File: config.mk
export PLATFORM = sky130hd
export DESIGN_NAME = ctp_section_cell
export DESIGN_NICKNAME = d
export VERILOG_FILES = /design/src/rtl/core/ctp_pkg.sv /design/src/rtl/core/ctp_section_cell.sv
export SDC_FILE = /design/constraint.sdc
export NUM_CORES = 2
export LEC_CHECK = 0
export BUFFER_PORTS_ARGS = -buffer_cell sky130_fd_sc_hd__buf_4
export CAP_MARGIN = 20
export CORE_MARGIN = 3
export CORE_UTILIZATION = 66
export DETAILED_ROUTE_END_ITERATION = 10
export PLACE_DENSITY_LB_ADDON = 0.15
export RECOVER_POWER = 25
export SLEW_MARGIN = 20
export SYNTH_ARGS = -nofsm -noshare
export SYNTH_HDL_FRONTEND = slang
export SYNTH_SLANG_ARGS = --single-unit
File: constraint.sdc
create_clock -name clk_i -period 8.7 [get_ports clk_i]
set_input_delay 0.87 -clock clk_i [delete_from_list [all_inputs] [get_ports clk_i]]
set_output_delay 0.87 -clock clk_i [all_outputs]
set_load 0.1 [all_outputs]
File: src/rtl/core/ctp_pkg.sv
package ctp_pkg;

  localparam int unsigned SECTIONS = 3;
  localparam int unsigned CH_W     = 2;
  localparam int unsigned SAMPLE_W = 24;
  localparam int unsigned COEF_W   = 20;
  localparam int unsigned GAIN_W   = 24;
  localparam int unsigned WORD_W   = 32;
  localparam int unsigned ACC_W    = 56;
  localparam int unsigned CFG_W    = 32;
  localparam int unsigned IDX_W    = 3;

  localparam logic signed [WORD_W-1:0] CLIP_LIMIT = 32'sd6553600;
  localparam logic [GAIN_W-1:0]        GAIN_RESET = 24'd65536;

  typedef enum logic [IDX_W-1:0] {
    REG_COEF_A_FIRST  = 3'd0,
    REG_COEF_B_FIRST  = 3'd1,
    REG_COEF_A_SECOND = 3'd2,
    REG_COEF_B_SECOND = 3'd3,
    REG_COEF_A_THIRD  = 3'd4,
    REG_COEF_B_THIRD  = 3'd5,
    REG_INPUT_GAIN    = 3'd6
  } ctp_reg_e;

  // One sample moving down the chain; ok is low for a channel beyond the bank.
  typedef struct packed {
    logic                     valid;
    logic [CH_W-1:0]          ch;
    logic                     ok;
    logic signed [WORD_W-1:0] x;
  } ctp_beat_t;

  // Round to nearest with ties upward at Q16, then saturate to a 32-bit word.
  function automatic logic signed [WORD_W-1:0] round_sat(
    input logic signed [ACC_W-1:0] v
  );
    logic signed [ACC_W-1:0]    t;
    logic signed [ACC_W-17:0]   r;
    logic signed [WORD_W-1:0]   res;
    t = v + ACC_W'(32768);
    r = t[ACC_W-1:16];
    if (!r[ACC_W-17] && (|r[ACC_W-17:WORD_W-1])) begin
      res = {1'b0, {(WORD_W-1){1'b1}}};
    end else if (r[ACC_W-17] && !(&r[ACC_W-17:WORD_W-1])) begin
      res = {1'b1, {(WORD_W-1){1'b0}}};
    end else begin
      res = r[WORD_W-1:0];
    end
    return res;
  endfunction

endpackage

File: src/rtl/core/ctp_section_cell.sv
module ctp_section_cell #(
  parameter int unsigned CHANNELS = 4
) (
  input  logic                                 clk_i,
  input  logic                                 rst_ni,
  input  logic signed [ctp_pkg::COEF_W-1:0]    coef_a_i,
  input  logic signed [ctp_pkg::COEF_W-1:0]    coef_b_i,
  input  ctp_pkg::ctp_beat_t                   beat_i,
  output ctp_pkg::ctp_beat_t                   beat_o
);

  localparam int unsigned CW   = (CHANNELS > 1) ? $clog2(CHANNELS) : 1;
  localparam int unsigned PR_W = ctp_pkg::COEF_W + ctp_pkg::WORD_W;

  logic signed [ctp_pkg::WORD_W-1:0] y1_q [CHANNELS];
  logic signed [ctp_pkg::WORD_W-1:0] y2_q [CHANNELS];

  logic [CW+1:0] ch_ext;
  logic [CW-1:0] idx_in;

  // Multiply step.
  logic                              va_q;
  logic [ctp_pkg::CH_W-1:0]          cha_q;
  logic                              oka_q;
  logic [CW-1:0]                     idxa_q;
  logic signed [ctp_pkg::WORD_W-1:0] xa_q;
  logic signed [PR_W-1:0]            p1_q;
  logic signed [PR_W-1:0]            p2_q;

  // Accumulate and round step.
  logic signed [ctp_pkg::ACC_W-1:0]  acc;
  logic signed [ctp_pkg::WORD_W-1:0] y;
  logic                              ov_q;
  logic [ctp_pkg::CH_W-1:0]          och_q;
  logic                              ook_q;
  logic signed [ctp_pkg::WORD_W-1:0] ox_q;

  assign ch_ext = (CW+2)'(beat_i.ch);
  assign idx_in = ch_ext[CW-1:0];

  always_ff @(posedge clk_i) begin
    if (beat_i.valid) begin
      cha_q  <= beat_i.ch;
      oka_q  <= beat_i.ok;
      idxa_q <= idx_in;
      xa_q   <= beat_i.x;
      p1_q   <= coef_a_i * y1_q[idx_in];
      p2_q   <= coef_b_i * y2_q[idx_in];
    end
  end

  assign acc = (ctp_pkg::ACC_W'(xa_q) <<< 16) - ctp_pkg::ACC_W'(p1_q)
               - ctp_pkg::ACC_W'(p2_q);
  assign y   = ctp_pkg::round_sat(acc);

  always_ff @(posedge clk_i or negedge rst_ni) begin
    if (!rst_ni) begin
      va_q <= 1'b0;
      ov_q <= 1'b0;
      for (int i = 0; i < int'(CHANNELS); i++) begin
        y1_q[i] <= '0;
        y2_q[i] <= '0;
      end
    end else begin
      va_q <= beat_i.valid;
      ov_q <= va_q;
      if (va_q && oka_q) begin
        y1_q[idxa_q] <= y;
        y2_q[idxa_q] <= y1_q[idxa_q];
      end
    end
  end

  always_ff @(posedge clk_i) begin
    if (va_q) begin
      och_q <= cha_q;
      ook_q <= oka_q;
      ox_q  <= y;
    end
  end

  assign beat_o = '{valid: ov_q, ch: och_q, ok: ook_q, x: ox_q};

endmodule

Word-level counts from Yosys, hierarchy flattened. Index checks and enable logic that the tools add are counted.

Reductions and logical operators: 8. Bitwise operators: 2. Muxes and demuxes: 15. Magnitude comparators: 3. Multiply operators: 2. $add $sub $neg: 3.

Operator list (count): $mux W32 (9); $bwmux W128 (2); $bmux W32 S2 (3); $mul A20 B32 Y52 (2); $demux W32 S2 (1); $add A54 B17 Y55 const B (1); $sub A53 B52 Y54 (1); $sub A48 B52 Y53 (1); $reduce_and A9 Y1 (1); $reduce_or A9 Y1 (1); $ge A3 B3 Y1 const B (2); $not A2 Y3 (2); $logic_and A1 B1 Y1 (4); $lt A3 B1 Y1 const B (1); $logic_not A1 Y1 (2).

Bits in registers: 432. Output and inout port bits: 36. Word-level logic and storage cells: 51. Bits of input ports: 78.

Depth between registers and ports, before layout.
Depth in word-level cells: 9. Depth in mapped cells: 31. Depth with buffers taken out: 28.

Least setup slack after synthesis. Ideal clock, no wire load.

Path type: in2reg. Start: input port beat_i[33] (netlist name). End: register p2_q[51] (data pin). Data arrival time: 8809 ps. Required time: 8440 ps. Path slack: -369 ps. Stages on the path: 30. Setup time: 260 ps. Path buffers: 3. Path through: clkbuf_1 -> buf_1 -> mux4_2 -> clkbuf_1 -> and2_1 -> fa_1 -> fa_1 -> inv_1 -> fa_1 -> inv_1 -> fa_1 -> inv_1 -> fa_1 -> inv_1 -> fa_1 -> inv_1 -> fa_1 -> inv_1 -> ha_1 -> a21o_1 -> a21oi_1 -> o211a_1 -> nor3b_1 -> nor2_1 -> o311ai_1 -> a211oi_1 -> o31a_1 -> o311ai_1 -> a21oi_1 -> xnor2_1.

Cells in the longest elaborated chain, start to end: 5.

RTL lines: from (decl) (line ctp_section_cell.sv:8) `input ctp_pkg::ctp_beat_t beat_i,`; $not A2 Y3 (implied by the code) (line ctp_section_cell.sv:48) `p2_q <= coef_b_i * y2_q[idx_in];`; $bmux W32 S2 (line ctp_section_cell.sv:48); $mux W32 (implied by the code) (2 in series) (line ctp_section_cell.sv:48); $mul A20 B32 Y52 (line ctp_section_cell.sv:48); to (signal assigned) (line ctp_section_cell.sv:48); to (decl) (line ctp_section_cell.sv:28) `logic signed [PR_W-1:0] p2_q;`.

No other way between the ends. The select of a mux whose other input is x is not followed. A chain may end at the register's enable or synchronous reset.

Worst setup path in the final report.
Start: input port beat_i[34] (netlist name). End: register p1_q[48] (data pin).

Cells in the longest elaborated chain, start to end: 5.

RTL lines: $not A2 Y3 (implied by the code) (line ctp_section_cell.sv:47) `p1_q <= coef_a_i * y1_q[idx_in];`; $bmux W32 S2 (line ctp_section_cell.sv:47); $mux W32 (implied by the code) (2 in series) (line ctp_section_cell.sv:47); $mul A20 B32 Y52 (line ctp_section_cell.sv:47); to (signal assigned) (line ctp_section_cell.sv:47); to (decl) (line ctp_section_cell.sv:27) `logic signed [PR_W-1:0] p1_q;`.

No other way between the ends. The select of a mux whose other input is x is not followed.

==> metrics <==
hold violation total from the final report 0; antenna violations before repair 7; fillcell total 7476; Via density 5.83; R2R Path End p2_q[50]; drt initial violations 3949; Max-Cap Viols 1; CP endpoint p1_q[48]; Top FF cell, synth dfrtp_1; Synth top area share 39.1%; Ys Warns 0; area added between synthesis and finish 8.19%; TritonRoute pass-1 iters 5; mux share of post-synthesis cell area 2.19%; synth cell count leaders inv_1 (1559), fa_1 (1308), nand2_1 (910); HP Class reg2reg; area of the die 0.105 mm2; Mapped Avg Cell Area 9.67 um2; post-synthesis compound-gate area fraction 6.65%; share of cells above drive strength 1 10.2%; clock root cell clkbuf_16; I/O pins 114; most frequent cell after synthesis inv_1; Synth area leader fa_1; vias in the first global route 53400; pin count of the biggest net entering global routing 171; CP Class in2reg; Max Slew Vio Count 89; final cycle utilization of the critical path 96.7%; detailed-route via count 49400; number of port buffers 113; xor/xnor share of the synthesized area 1.91%; RSZ-0062 raised after global routing true; buffer and inverter count on the worst path 9; setup slack, reg-to-reg 0.63 ns; Syn Std Cell Area 0.0670 mm2; reg-to-reg startpoint y2_q[105]; gr ovfl total 0; global-route wire length before repair 287000 um; starting density of the core 66.8%; crit start category input pin; WP data required 9.00 ns; multi-input logic area 0.0480 mm2; Cell variety after synth 100; Final ANT Viol Nets 0; Num CTS Buffers 39; Layout Skew 0.0301 ns; status finished, violations left; EDFF count, synth 174; htree depth 2; Top cell by count, worst path fa_1; post-synthesis sequential area ratio 17.4%; largest family of logic cells by synthesized area adder cells; final WL 178000 um; total stage count of the critical path 30; die height 325 um; top cells by area, synth fa_1 (39%), dfrtp_1 (9.6%), inv_1 (8.7%); # setup viols final 0; Slew @ Worst Pin 4.99 ns; Syn Nets 8636; Synth Area in Simple Gates 15.5%; Worst Setup End Kind flip-flop; Critical Path Max Stage Delay 0.60 ns; row cnt 116; NumNets Final 8806; PnR worst setup slack 0.291 ns; later-pin clock latency in the skew report 0.58 ns; hpwl dp 142000 um; Yosys reg bits 432; relative slew slack -233%; worst-path fanout max 15; wire length per cell 21.0 um; adder-cell area share of the yosys netlist 45.2%; CTS tree built; clock-pin transition on the worst setup and hold timing paths 0.07 ns; Worst Setup SP beat_i[34]; register area 0.0117 mm2; pre-CTS setup slack -0.560 ns; Reg2Reg Depth 28; worst-case clock buffer depth 3; violated checks max-capacitance violations, max-slew violations; Worst EP arrival 8.71 ns; FMAX 119 MHz; Post-synth ARST share 59.7%; slowest cell on the critical path fa_1; crit path time final 8.41 ns; drt drc 0; GR Util All Layers 34.9%; # clock sinks 432; RD Place Congestion 0.963; hold buffers post-CTS 0; Crit path max-delay family adder cells; cells after synthesis 6922; Die W 325 um; core footprint 0.100 mm2
[flip-flops by register name, indices dropped and copies added, names as in the netlist]
signal	cells
idxa_q	2
y1_q	128
ook_q	1
och_q	2
oka_q	1
y2_q	128
va_q	1
p1_q	52
xa_q	32
ov_q	1
ox_q	32
p2_q	52
[stage by stage]
step	area [um2]	TNS, ns	hold WS [ns]	instances	util (%)
floorplan	67000	-0.122	0.424	6922	-
global placement	71100	-7.06	0.453	8402	70.9
detailed placement	71100	-8.78	0.460	8402	70.9
CTS	72300	0	0.313	8470	72.1
global route	72400	0	0.489	8476	72.2
finish	72400	0	0.475	8477	72.2
[how the worst min path moves through the flow]
stage	start	to	slack (ns)	cells past startpoint
2_1_floorplan	idxa_q[0]	och_q[0]	0.42	0
3_3_place_gp	y2_q[124]	y2_q[124]	0.45	2
3_5_place_dp	y2_q[33]	y2_q[33]	0.46	2
4_1_cts	rst_ni	ov_q	0.31	1
5_1_grt	y2_q[58]	y2_q[58]	0.49	2
6_report	y2_q[48]	y2_q[48]	0.47	2
[layout by cell type (no fill, tap or decap), drive strengths merged, types with 14 or more instances in the layout]
master / n
mux4: 65
o211ai: 29
dfrtp: 258
xor2: 38
edfxtp: 174
ha: 328
inv: 1566
fa: 1308
nor2: 226
a31oi: 14
o41ai: 34
clkbuf: 87
nand3: 34
a221oi: 27
a21oi: 153
nand4: 51
xnor2: 108
nand2b: 27
a211oi: 97
o21bai: 26
nand4b: 65
o21ai: 103
a21o: 56
nand2: 915
nor2b: 24
and2: 667
nor3: 19
o21a: 18
buf: 475
[timing repair]
item | 4_1_cts | 5_1_grt
pin swaps | 0 | 2
gates resized for setup | 1 | 12
endpoints found under the setup margin | 1 | 24
setup buffers | 0 | 5
gates cloned | 0 | 1
[final cells by class]
type                       count  share of cell area [%]
multi-input combinational   4548                    66.3
clock buffer                  53                    1.50
tap                         1357                    2.34
sequential                   432                    16.1
inverter                    1562                    8.10
antenna                        1                 0.00345
clock inverter                15                   0.152
timing repair buffer         509                    5.52
[cell families after synthesis]
logic type | after synthesis
and+or+nand+nor | 2076
buffers and inverters | 1943
adders and majority gates | 1636
AOI/OAI and AO/OA | 623
DFF | 432
xor gates and xnor gates | 146
muxes | 66
[tightest hold or removal path: cells and delay by family, from the launching register on]
kind             cells  cell delay (ns)
AND/OR/NAND/NOR      2             0.10
flip-flops           1             0.34
[routing by layer]
metal  up-vias  track usage (%)  wire length, um
li1      21300                -                -
met2      2093             58.3            87500
met3       447             6.13            14500
met1     25500             46.5            68100
met5         -                0                0
met4         0             11.9             7480
Power is left out: the tool's default activity adds up to more than one toggle a clock period on the data nets, which glitch-free logic cannot reach.
